<file path="config.mk">
export PLATFORM = sky130hd
export DESIGN_NAME = pci_bar_size_decoder_flat
export DESIGN_NICKNAME = d
export VERILOG_FILES = /design/src/sv/pbsd_pkg.sv /design/src/sv/pbsd_in_if.sv /design/src/sv/pbsd_out_if.sv /design/src/sv/pbsd_slot_tracker.sv /design/src/sv/pbsd_region_calc.sv /design/src/sv/pci_bar_size_decoder.sv /design/src/flat_wrapper.sv
export SDC_FILE = /design/constraint.sdc
export NUM_CORES = 1
export LEC_CHECK = 0
export ABC_AREA = 1
export BUFFER_PORTS_ARGS = -buffer_cell sky130_fd_sc_hd__buf_2
export CAP_MARGIN = 40
export CORE_UTILIZATION = 50
export DETAILED_ROUTE_END_ITERATION = 6
export PLACE_DENSITY = 0.72
export SETUP_SLACK_MARGIN = 0.5
export SKIP_CTS_REPAIR_TIMING = 1
export SYNTH_ARGS = -nofsm -noshare
export SYNTH_HDL_FRONTEND = slang
export SYNTH_SLANG_ARGS = --single-unit
</file>
<file path="constraint.sdc">
create_clock -name clk -period 11.2 [get_ports clk]
set_input_delay 1.12 -clock clk [delete_from_list [all_inputs] [get_ports clk]]
set_output_delay 1.12 -clock clk [all_outputs]
set_load 0.05 [all_outputs]
</file>
<file path="src/sv/pbsd_pkg.sv">
package pbsd_pkg;

  localparam logic [2:0]  SLOTS_BRIDGE = 3'd2;
  localparam logic [2:0]  SLOTS_DEVICE = 3'd6;
  localparam logic [2:0]  SLOT_MAX     = 3'd7;

  localparam logic [31:0] ALL_ONES32   = 32'hFFFF_FFFF;
  localparam logic [63:0] IO_MASK      = 64'h0000_0000_0000_FFFC;
  localparam logic [31:0] MEM32_MASK   = 32'hFFFF_FFF0;
  localparam logic [63:0] MEM64_MASK   = 64'hFFFF_FFFF_FFFF_FFF0;
  localparam int unsigned IO_BIT       = 0;
  localparam int unsigned MEM64_BIT    = 2;

  typedef enum logic [1:0] {
    KIND_IO    = 2'd0,
    KIND_MEM32 = 2'd1,
    KIND_MEM64 = 2'd2
  } space_kind_t;

  typedef struct packed {
    logic        first_of_device;
    logic        bridge_header;
    logic [31:0] bar_value;
    logic [31:0] sized_value;
  } item_t;

  // decoded slot, before the span is worked out
  typedef struct packed {
    logic        emit;
    logic [2:0]  slot;
    space_kind_t kind;
    logic [63:0] base;
    logic [63:0] size;
    logic [63:0] mask;
  } dec_t;

endpackage

</file>
<file path="src/sv/pbsd_in_if.sv">
interface pbsd_in_if;
  logic        valid;
  logic        ready;
  logic        first_of_device;
  logic        bridge_header;
  logic [31:0] bar_value;
  logic [31:0] sized_value;

  modport source (output valid, first_of_device, bridge_header, bar_value, sized_value,
                  input ready);
  modport sink   (input valid, first_of_device, bridge_header, bar_value, sized_value,
                  output ready);
endinterface

</file>
<file path="src/sv/pbsd_out_if.sv">
interface pbsd_out_if;
  logic        valid;
  logic        ready;
  logic [2:0]  slot_index;
  logic [1:0]  space_kind;
  logic [63:0] region_base;
  logic [63:0] region_span;
  logic        region_valid;

  modport source (output valid, slot_index, space_kind, region_base, region_span,
                  region_valid, input ready);
  modport sink   (input valid, slot_index, space_kind, region_base, region_span,
                  region_valid, output ready);
endinterface

</file>
<file path="src/sv/pbsd_slot_tracker.sv">
module pbsd_slot_tracker import pbsd_pkg::*; (
  input  logic  clk,
  input  logic  rst_n,
  input  logic  step,
  input  item_t item,
  output dec_t  dec
);

  logic [2:0]  cnt_r, cnt_nxt;
  logic        bmode_r, bmode_nxt;
  logic        pend_r, pend_nxt;
  logic [27:0] held_base_r, held_base_nxt;
  logic [27:0] held_size_r, held_size_nxt;

  logic [2:0]  cnt_eff;
  logic [2:0]  cnt_inc;
  logic [2:0]  slot_count;
  logic        pend_eff;
  logic [31:0] bar_c;
  logic [31:0] sized_c;

  always_comb begin
    cnt_eff    = item.first_of_device ? 3'd0 : cnt_r;
    pend_eff   = item.first_of_device ? 1'b0 : pend_r;
    bmode_nxt  = item.first_of_device ? item.bridge_header : bmode_r;
    slot_count = bmode_nxt ? SLOTS_BRIDGE : SLOTS_DEVICE;
    cnt_inc    = (cnt_eff == SLOT_MAX) ? SLOT_MAX : cnt_eff + 3'd1;

    // all-ones readings of the low dword mean nothing there
    bar_c   = (item.bar_value == ALL_ONES32) ? 32'd0 : item.bar_value;
    sized_c = (item.sized_value == ALL_ONES32) ? 32'd0 : item.sized_value;

    cnt_nxt       = cnt_eff;
    pend_nxt      = 1'b0;
    held_base_nxt = held_base_r;
    held_size_nxt = held_size_r;

    dec.emit = 1'b0;
    dec.slot = cnt_eff;
    dec.kind = KIND_MEM32;
    dec.base = {32'd0, bar_c & MEM32_MASK};
    dec.size = {32'd0, sized_c & MEM32_MASK};
    dec.mask = {32'd0, MEM32_MASK};

    if (pend_eff) begin
      // upper half always taken, even past the slot count
      cnt_nxt  = cnt_inc;
      dec.emit = 1'b1;
      dec.kind = KIND_MEM64;
      dec.base = {item.bar_value, held_base_r, 4'd0};
      dec.size = {item.sized_value, held_size_r, 4'd0};
      dec.mask = MEM64_MASK;
    end else if (cnt_eff < slot_count) begin
      cnt_nxt = cnt_inc;
      if (bar_c[IO_BIT]) begin
        dec.emit = 1'b1;
        dec.kind = KIND_IO;
        dec.base = {32'd0, bar_c} & IO_MASK;
        dec.size = {32'd0, sized_c};
        dec.mask = IO_MASK;
      end else if (bar_c[MEM64_BIT]) begin
        pend_nxt      = 1'b1;
        held_base_nxt = bar_c[31:4];
        held_size_nxt = sized_c[31:4];
      end else begin
        dec.emit = 1'b1;
      end
    end
  end

  always_ff @(posedge clk) begin
    if (!rst_n) begin
      cnt_r       <= 3'd0;
      bmode_r     <= 1'b0;
      pend_r      <= 1'b0;
      held_base_r <= 28'd0;
      held_size_r <= 28'd0;
    end else if (step) begin
      cnt_r       <= cnt_nxt;
      bmode_r     <= bmode_nxt;
      pend_r      <= pend_nxt;
      held_base_r <= held_base_nxt;
      held_size_r <= held_size_nxt;
    end
  end

  // a held low half always sits inside the slot count
  a_pend_in_range: assert property (@(posedge clk) disable iff (!rst_n)
    pend_r |-> (cnt_r <= SLOTS_DEVICE) && (!bmode_r || cnt_r <= SLOTS_BRIDGE))
    else $error("pending low half beyond slot count");

  // a new function may itself start with a 64-bit low half
  a_pend_consumed: assert property (@(posedge clk) disable iff (!rst_n)
    step && pend_r && !item.first_of_device |=> !pend_r)
    else $error("upper half did not clear pending flag");

  a_emit_64_needs_pend: assert property (@(posedge clk) disable iff (!rst_n)
    dec.emit && dec.kind == KIND_MEM64 |-> pend_r && !item.first_of_device)
    else $error("64-bit region without held low half");

endmodule

</file>
<file path="src/sv/pbsd_region_calc.sv">
module pbsd_region_calc import pbsd_pkg::*; (
  input  dec_t        dec,
  output logic [63:0] span,
  output logic        region_valid
);

  logic [63:0] s;
  logic [63:0] low_span;
  logic        refuse;

  always_comb begin
    s        = dec.mask & dec.size;
    // bits below the lowest set bit of s
    low_span = (s - 64'd1) & ~s;
    refuse   = (dec.base == dec.size) && (((dec.base | low_span) & dec.mask) != dec.mask);
    span     = ((s == 64'd0) || refuse) ? 64'd0 : low_span;
    region_valid = (dec.base != 64'd0) && (span != 64'd0);
  end

endmodule

</file>
<file path="src/sv/pci_bar_size_decoder.sv">
// PCI base address register sizing decoder. Each input transaction carries one slot of a
// function (original dword, dword read back after sizing, bridge flag); a result gives the
// slot number, space kind, masked base and span. A 64-bit memory slot takes two
// transactions and reports once, on the upper one. One transaction is taken every clock
// cycle while the output is not stalled; a result passes the input register, then the
// result register, and waits there until taken, with the slot state updated as a
// transaction leaves the input register. Transactions beyond the slot count (but for the
// upper half of a 64-bit slot) and low halves of 64-bit slots give no result.
module pci_bar_size_decoder import pbsd_pkg::*; (
  input  logic      clk,
  input  logic      rst_n,
  pbsd_in_if.sink   in_item,
  pbsd_out_if.source out_item
);

  item_t       a_item_r;
  logic        a_valid_r;
  logic        advance;
  dec_t        dec;
  logic [63:0] span;
  logic        region_valid;

  logic        out_valid_r;
  logic [2:0]  out_slot_r;
  space_kind_t out_kind_r;
  logic [63:0] out_base_r;
  logic [63:0] out_span_r;
  logic        out_region_valid_r;

  assign advance       = !out_valid_r || out_item.ready;
  assign in_item.ready = !a_valid_r || advance;

  always_ff @(posedge clk) begin
    if (!rst_n) begin
      a_valid_r <= 1'b0;
    end else if (in_item.ready) begin
      a_valid_r <= in_item.valid;
    end
  end

  always_ff @(posedge clk) begin
    if (in_item.ready && in_item.valid) begin
      a_item_r <= '{first_of_device: in_item.first_of_device,
                    bridge_header:   in_item.bridge_header,
                    bar_value:       in_item.bar_value,
                    sized_value:     in_item.sized_value};
    end
  end

  pbsd_slot_tracker u_tracker (
    .clk   (clk),
    .rst_n (rst_n),
    .step  (a_valid_r && advance),
    .item  (a_item_r),
    .dec   (dec)
  );

  pbsd_region_calc u_calc (
    .dec          (dec),
    .span         (span),
    .region_valid (region_valid)
  );

  always_ff @(posedge clk) begin
    if (!rst_n) begin
      out_valid_r <= 1'b0;
    end else if (advance) begin
      out_valid_r <= a_valid_r && dec.emit;
    end
  end

  always_ff @(posedge clk) begin
    if (advance && a_valid_r && dec.emit) begin
      out_slot_r         <= dec.slot;
      out_kind_r         <= dec.kind;
      out_base_r         <= dec.base;
      out_span_r         <= span;
      out_region_valid_r <= region_valid;
    end
  end

  assign out_item.valid        = out_valid_r;
  assign out_item.slot_index   = out_slot_r;
  assign out_item.space_kind   = out_kind_r;
  assign out_item.region_base  = out_base_r;
  assign out_item.region_span  = out_span_r;
  assign out_item.region_valid = out_region_valid_r;

  // the low half of a 64-bit region always takes a slot first
  a_mem64_slot: assert property (@(posedge clk) disable iff (!rst_n)
    out_valid_r && out_kind_r == KIND_MEM64 |-> out_slot_r != 3'd0)
    else $error("64-bit region reported on slot zero");

  a_io_base_narrow: assert property (@(posedge clk) disable iff (!rst_n)
    out_valid_r && out_kind_r == KIND_IO |-> out_base_r[63:16] == 48'd0)
    else $error("I/O base wider than port space");

  a_hold_input: assert property (@(posedge clk) disable iff (!rst_n)
    a_valid_r && !advance |=> a_valid_r && $stable(a_item_r))
    else $error("input register lost a stalled transaction");

endmodule
</file>
<file path="src/flat_wrapper.sv">
// flat-port wrapper written by rule: the top's interface ports become plain ports
module pci_bar_size_decoder_flat import pbsd_pkg::*;
  (clk, rst_n, in_item_valid, in_item_first_of_device, in_item_bridge_header, in_item_bar_value, in_item_sized_value, in_item_ready, out_item_valid, out_item_slot_index, out_item_space_kind, out_item_region_base, out_item_region_span, out_item_region_valid, out_item_ready);
  pbsd_in_if in_item_i ();
  pbsd_out_if out_item_i ();
  input  logic clk;
  input  logic rst_n;
  input wire logic [$bits(in_item_i.valid)-1:0] in_item_valid;
  input wire logic [$bits(in_item_i.first_of_device)-1:0] in_item_first_of_device;
  input wire logic [$bits(in_item_i.bridge_header)-1:0] in_item_bridge_header;
  input wire logic [$bits(in_item_i.bar_value)-1:0] in_item_bar_value;
  input wire logic [$bits(in_item_i.sized_value)-1:0] in_item_sized_value;
  output wire logic [$bits(in_item_i.ready)-1:0] in_item_ready;
  output wire logic [$bits(out_item_i.valid)-1:0] out_item_valid;
  output wire logic [$bits(out_item_i.slot_index)-1:0] out_item_slot_index;
  output wire logic [$bits(out_item_i.space_kind)-1:0] out_item_space_kind;
  output wire logic [$bits(out_item_i.region_base)-1:0] out_item_region_base;
  output wire logic [$bits(out_item_i.region_span)-1:0] out_item_region_span;
  output wire logic [$bits(out_item_i.region_valid)-1:0] out_item_region_valid;
  input wire logic [$bits(out_item_i.ready)-1:0] out_item_ready;
  assign in_item_i.valid = in_item_valid;
  assign in_item_i.first_of_device = in_item_first_of_device;
  assign in_item_i.bridge_header = in_item_bridge_header;
  assign in_item_i.bar_value = in_item_bar_value;
  assign in_item_i.sized_value = in_item_sized_value;
  assign in_item_ready = in_item_i.ready;
  assign out_item_valid = out_item_i.valid;
  assign out_item_slot_index = out_item_i.slot_index;
  assign out_item_space_kind = out_item_i.space_kind;
  assign out_item_region_base = out_item_i.region_base;
  assign out_item_region_span = out_item_i.region_span;
  assign out_item_region_valid = out_item_i.region_valid;
  assign out_item_i.ready = out_item_ready;
  pci_bar_size_decoder u_core (.clk(clk), .rst_n(rst_n), .in_item(in_item_i), .out_item(out_item_i));
endmodule
</file>
# Word-level counts from Yosys, hierarchy flattened

Index checks and enable logic that the tools add are counted.

Equal/unequal tests: 5
Bitwise logic cells: 7
Multiplexer cells: 21
Add/subtract/negate cells: 2
Magnitude comparators: 1
Reductions and logical operators: 15

Operators with widths:

| operator                | number |
|---|---|
| $mux W193               | 2 |
| $and A64 B64 Y64        | 3 |
| $mux W192               | 1 |
| $reduce_bool A64 Y1     | 2 |
| $eq A32 B32 Y1 const B  | 2 |
| $eq A64 B64 Y1          | 1 |
| $logic_not A64 Y1       | 1 |
| $mux W32                | 2 |
| $mux W64                | 1 |
| $ne A64 B64 Y1          | 1 |
| $not A64 Y64            | 1 |
| $or A64 B64 Y64         | 1 |
| $sub A64 B1 Y64 const B | 1 |
| $mux W3                 | 5 |
| $mux W1                 | 10 |
| $logic_and A1 B1 Y1     | 6 |
| $reduce_and A5 Y1       | 1 |
| $add A3 B1 Y3 const B   | 1 |
| $eq A3 B3 Y1 const B    | 1 |
| $logic_or A1 B1 Y1      | 3 |
| $lt A3 B3 Y1            | 1 |
| $logic_not A1 Y1        | 2 |
| $not A1 Y1              | 2 |

Word-level logic and storage cells: 67
Output and inout port bits: 136
Register bits after elaboration: 263

# Longest topological paths before layout

Word-level depth: 16
Depth in mapped cells: 26
Gate-level depth less buffers: 22

# Hierarchy

From an unflattened synthesis, not the netlist that was laid out.

Cells, all modules: 1,764
Area, all modules: 14,438.8 um^2

Modules (own cells, without submodules):

| module               | area an instance (um^2) | times used | cells an instance | seq. area each (um^2) |
|---|---|---|---|---|
| pci_bar_size_decoder | 6,110.9                 | 1          | 216               | 6,045.8 |
| pbsd_slot_tracker    | 4,455.5                 | 1          | 730               | 1,221.2 |
| pbsd_region_calc     | 3,872.5                 | 1          | 818               | 0.0 |

# Worst setup path before layout

Ideal clock, no wire load.

Path type: in2reg
Start point: input port out_item_ready
End point: register u_core.out_base_r[10] (netlist: u_core.out_item.region_base[10]), enable pin
Arrival: 4.117 ns
Stages: 6
Setup slack: 6.599 ns
Path buffers: 0
Cells stage by stage: inv_1 > nand2_1 > nand2_1 > inv_1 > nand3_1 > inv_1

Longest elaborated chain between the ends: 3

Ends and longest elaborated chain:

| what                             | line                       | RTL |
|---|---|---|
| start, declared                  | flat_wrapper.sv:20         | `input wire logic [$bits(out_item_i.ready)-1:0] out_item_ready;` |
| $logic_or A1 B1 Y1               | pci_bar_size_decoder.sv:30 | `assign advance = !out_valid_r \|\| out_item.ready;` |
| $logic_and A1 B1 Y1 (2 in a row) | pci_bar_size_decoder.sv:73 | `if (advance && a_valid_r && dec.emit) begin` |
| end signal, assigned             | pci_bar_size_decoder.sv:76 | `out_base_r <= dec.base;` |
| end, declared                    | pci_bar_size_decoder.sv:26 | `logic [63:0] out_base_r;` |

No other way between the ends.
A chain may end at the register's enable or synchronous reset.

# Worst setup path in the final report

Start point: register u_core.a_item_r[65] (netlist bit)
End point: register u_core.out_span_r[37] (netlist: u_core.out_item.region_span[37]), data pin

Longest elaborated chain between the ends: 14
Elaborated cells between the ends (all ways): 19
Those cells by class: add/sub: 1; order compare: 1; eq/ne: 2; mux: 7; bitwise: 5; reduce/logical: 3

Ends and longest elaborated chain:

| what                                            | line                       | RTL |
|---|---|---|
| start, declared                                 | pci_bar_size_decoder.sv:16 | `item_t a_item_r;` |
| start signal, assigned                          | pci_bar_size_decoder.sv:43 | `a_item_r <= '{first_of_device: in_item.first_of_device,` |
| $mux W1                                         | pbsd_slot_tracker.sv:25    | `bmode_nxt = item.first_of_device ? item.bridge_header : bmode_r;` |
| $mux W3                                         | pbsd_slot_tracker.sv:26    | `slot_count = bmode_nxt ? SLOTS_BRIDGE : SLOTS_DEVICE;` |
| $lt A3 B3 Y1                                    | pbsd_slot_tracker.sv:53    | `end else if (cnt_eff < slot_count) begin` |
| $mux W193                                       | pbsd_slot_tracker.sv:53    |  |
| $mux W192 *                                     | pbsd_slot_tracker.sv:45    | `if (pend_eff) begin` |
| $and A64 B64 Y64                                | pbsd_region_calc.sv:12     | `s = dec.mask & dec.size;` |
| $sub A64 B1 Y64 or $not A64 Y64 (tied branches) | pbsd_region_calc.sv:14     | `low_span = (s - 64'd1) & ~s;` |
| $and A64 B64 Y64                                | pbsd_region_calc.sv:14     |  |
| $or A64 B64 Y64                                 | pbsd_region_calc.sv:15     | `refuse = (dec.base == dec.size) && (((dec.base \| low_span) & dec.mask) != dec.mask);` |
| $and A64 B64 Y64                                | pbsd_region_calc.sv:15     |  |
| $ne A64 B64 Y1                                  | pbsd_region_calc.sv:15     |  |
| $logic_and A1 B1 Y1                             | pbsd_region_calc.sv:15     |  |
| $logic_or A1 B1 Y1                              | pbsd_region_calc.sv:16     | `span = ((s == 64'd0) \|\| refuse) ? 64'd0 : low_span;` |
| $mux W64 *                                      | pbsd_region_calc.sv:16     |  |
| via u_core.span[37]                             | pci_bar_size_decoder.sv:20 | `logic [63:0] span;` |
| end signal, assigned                            | pci_bar_size_decoder.sv:77 | `out_span_r <= span;` |
| end, declared                                   | pci_bar_size_decoder.sv:27 | `logic [63:0] out_span_r;` |

Mark *: on every way through the listed nets, which the timed path passes. The rest lies on a longest branch.

==> out/qor.yml <==
final_layout:
  antenna_cells: 0
  fill_cells: 2313
  layout-drive-gt1-share_pct: 17.6
  multi_input_area_sq_um: 5070
  nNetsFinal: 1860
  areaGrowthSynthToFinish_pct: 17.9
  regArea_sq_um: 7180
timing:
  finalCritPeriodShare_pct: 45.4
  relSlewSlack_pct: 36.9
  finalHoldViolations: 0
  worst_pin_slew_ps: 937
  fmax_mhz: 197
  skew_ps: 22.8
  setup_violations: 0
  fin_crit_ps: 5080
  final.setup.tns_ps: 0
  finalMaxSlewViolations: 0
  layout_setup_ws_ps: 6120
  rsz0062_at_grt: "no"
setup_path:
  critPathLaunchType: "flip-flop"
  ff2ff_setup_slack_ps: 6120
  cp_max_fo: 82
  crit_required_ps: 11470
  r2r_cells: 16
  end_kind: "flip-flop"
  r2r_start: "u_core.a_item_r[65]"
  path_class: "flip-flop to flip-flop"
  critPathArrivalTime_ps: 5350
  r2r_end: "u_core.out_item.region_span[37]"
clock_tree:
  cts_tree: "built"
  clock_latency_ps: 560
  clock-root-buffer: "clkbuf_16"
  cts_sinks: 260
  clockBufferDepth: 3
  cts_inserted_buffers: 27
  cts.clk_slew.worst_paths_ps: 60
  htree_levels: 1
die:
  ios: 206
  die_w_um: 164
  core_sq_um: 25500
  fp.dieH_um: 164
  fp.dieArea_sq_um: 26900
  initial_core_util_pct: 51.5
  num_rows: 58
logic_synthesis:
  synth_top_area_cell: "edfxtp_1"
  synth_seq_cells: 260
  syn_area_sq_um: 13100
  synth-async-reset-ratio_pct: 0
  synth_top_area_share_pct: 45.1
  synth_edf_count: 197
  ys_dominant_reg_cell: "edfxtp_1"
  synth.avg_cell_area_sq_um: 8.24
  yosys_warnings: 0
  synth_cells: 1592
  ys_top_cells_by_area: "edfxtp_1 (45%), nand2_1 (12%), dfxtp_1 (9.6%)"
  ys_seq_area_share_pct: 54.7
  synth_cell_types: 44
power_and_ir_drop:
  vdd_drop_max_v: 0.000180
  leakagePower_uw: 0.00676
  power_density_nw_per_um2: 156
grt:
  antenna_found_initial: 0
  grt_first_pass_wirelength_um: 72100
  grt-ovfl-total: 0
  grt_usage_pct: 37.4
  grt_max_degree: 85
  grt_pass1_vias: 11585
route:
  antenna_left: 0
  drt_drc_violations_left: 0
  via_per_inst: 5.83
  drtPass1Iterations: 6
  vias: 12475
  post_drt_wl_per_cell_um: 23.3
  drt-total-wl_um: 49900
  drt_iter0_drc: 1752
placed_design:
  gp_congestion: 0.992
  post-place-ws_ps: 6300
  port_buffers: 203
  dp_hpwl_um: 38900
flow_run:
  max-cap-violations: 0
hold_path:
  min_to: "u_core.u_tracker.held_base_r[12]"
  holdPathStages: 2
  worstHoldPathType: "flip-flop to flip-flop"
  hold_start: "u_core.u_tracker.held_base_r[12]"
outcome:
  status: "finished, final reports clean"
critical path, cell delays in order, from the launching register on:
cell	delay, ps
edfxtp_1	450
inv_2	140
nand2_4	320
inv_2	250
buf_4	720
nand2_1	450
nand2_1	180
nand4_1	110
nor4_1	310
nand4_1	240
nor4_1	320
nand3_1	110
nor2_1	230
nand2_2	120
nand2_2	60
buf_4	600
nor2_1	140
Yosys cell counts (2+ instances only):
master	number
o21ai_1	4
inv_2	5
nand3_1	127
xnor2_1	6
buf_6	5
nor2_1	268
clkbuf_1	28
inv_1	150
nand4_1	23
nor4_1	24
nand3b_1	6
buf_4	3
a21oi_1	64
buf_2	20
o22ai_1	6
edfxtp_1	197
nand2_1	407
o21ai_0	88
nand3_4	2
dfxtp_1	63
nor3_1	20
nand2_2	6
and3_1	2
xor2_1	11
ha_1	2
nor2_2	28
buf_1	5
o2111ai_1	6
metal layers:
layer,GRT usage [%],vias to the layer above,wire length [um]
met2,55.5,846,21300
li1,-,5666,-
met1,52.8,5847,20900
met3,7.93,116,5500
met4,16.2,0,2270
met5,0,-,0
report_power, final:
group	switching [uW]	leakage, uW	total, uW	internal [uW]
logic	243	0.00392	315	72.3
registers	28.1	0.00236	1110	1080
clock network	379	0.000481	993	614
total	650	0.00676	2420	1770
stage by stage:
step	power [uW]	cell area (sq um)	cells	utilization, %	hold WS [ps]
after floorplan	1320	13100	1594	-	425
after global placement	1430	14300	2077	56.3	434
after detailed placement	1430	14500	2089	56.8	443
after CTS	2410	15500	2139	60.7	452
after global routing	2480	15500	2139	60.7	474
final	2420	15500	2139	60.7	452
layout by cell type, fill, tap and decap left out, drive strengths merged, types with 2 or more instances in the layout:
| master | netlist | final |
|---|---|---|
| o2111ai | 6 | 6 |
| buf | 33 | 226 |
| clkinv | 0 | 3 |
| dfxtp | 63 | 63 |
| ha | 2 | 2 |
| edfxtp | 197 | 197 |
| a21oi | 65 | 65 |
| xnor2 | 6 | 6 |
| nor2 | 297 | 297 |
| nor4 | 24 | 24 |
| inv | 155 | 156 |
| bufinv | 0 | 5 |
| o22ai | 6 | 6 |
| conb | 1 | 3 |
| and3 | 2 | 2 |
| o21ai | 93 | 93 |
| nor3 | 20 | 20 |
| nand2 | 413 | 413 |
| nand3b | 6 | 6 |
| nand3 | 130 | 130 |
| nand4 | 24 | 24 |
| clkbuf | 28 | 40 |
| xor2 | 11 | 11 |
layout make-up:
| class | count | area share (%) |
|---|---|---|
| Clock buffer | 40 | 5.22 |
| Multi-Input combinational cell | 1118 | 32.8 |
| Inverter | 155 | 3.78 |
| Clock inverter | 10 | 1.17 |
| Tap cell | 330 | 2.67 |
| Timing Repair Buffer | 226 | 7.92 |
| Sequential cell | 260 | 46.4 |
kinds of logic (layout without fill, tap and decap cells):
family,after synthesis,in the layout,synth area share [%]
simple gates,917,917,29.8
flops,260,260,54.7
buf+inv,216,431,6.75
compound gates,179,179,7.35
xor+xnor,17,17,1.14
fa+ha+maj,2,2,0.191
other cells,1,3,0.0286
sequential cells by signal, summed over array words and instances (netlist names):
register,cells
u_core.u_tracker.bmode_r,1
u_core.out_item.space_kind,2
u_core.u_tracker.held_size_r,28
u_core.out_item.slot_index,3
u_core.u_tracker.pend_r,1
u_core.out_item.region_base,62
u_core.out_item.region_valid,1
u_core.a_item_r,66
u_core.a_valid_r,1
u_core.u_tracker.cnt_r,3
u_core.u_tracker.held_base_r,28
u_core.out_item.valid,1
u_core.out_item.region_span,63
worst max-delay path by stage:
stage | slack, ps | from | cells after the start | endpoint
after floorplan | 6600 | out_item_ready | 6 | u_core.out_item.region_base[10]
final | 6120 | u_core.a_item_r[65] | 16 | u_core.out_item.region_span[37]
after CTS | 6300 | u_core.a_item_r[65] | 16 | u_core.out_item.region_span[37]
after global placement | 5880 | u_core.a_item_r[65] | 17 | u_core.out_item.region_span[6]
after detailed placement | 6300 | u_core.a_item_r[65] | 16 | u_core.out_item.region_span[37]
after global routing | 5810 | u_core.a_item_r[65] | 16 | u_core.out_item.region_span[37]
(Power assumes the default switching activity.)
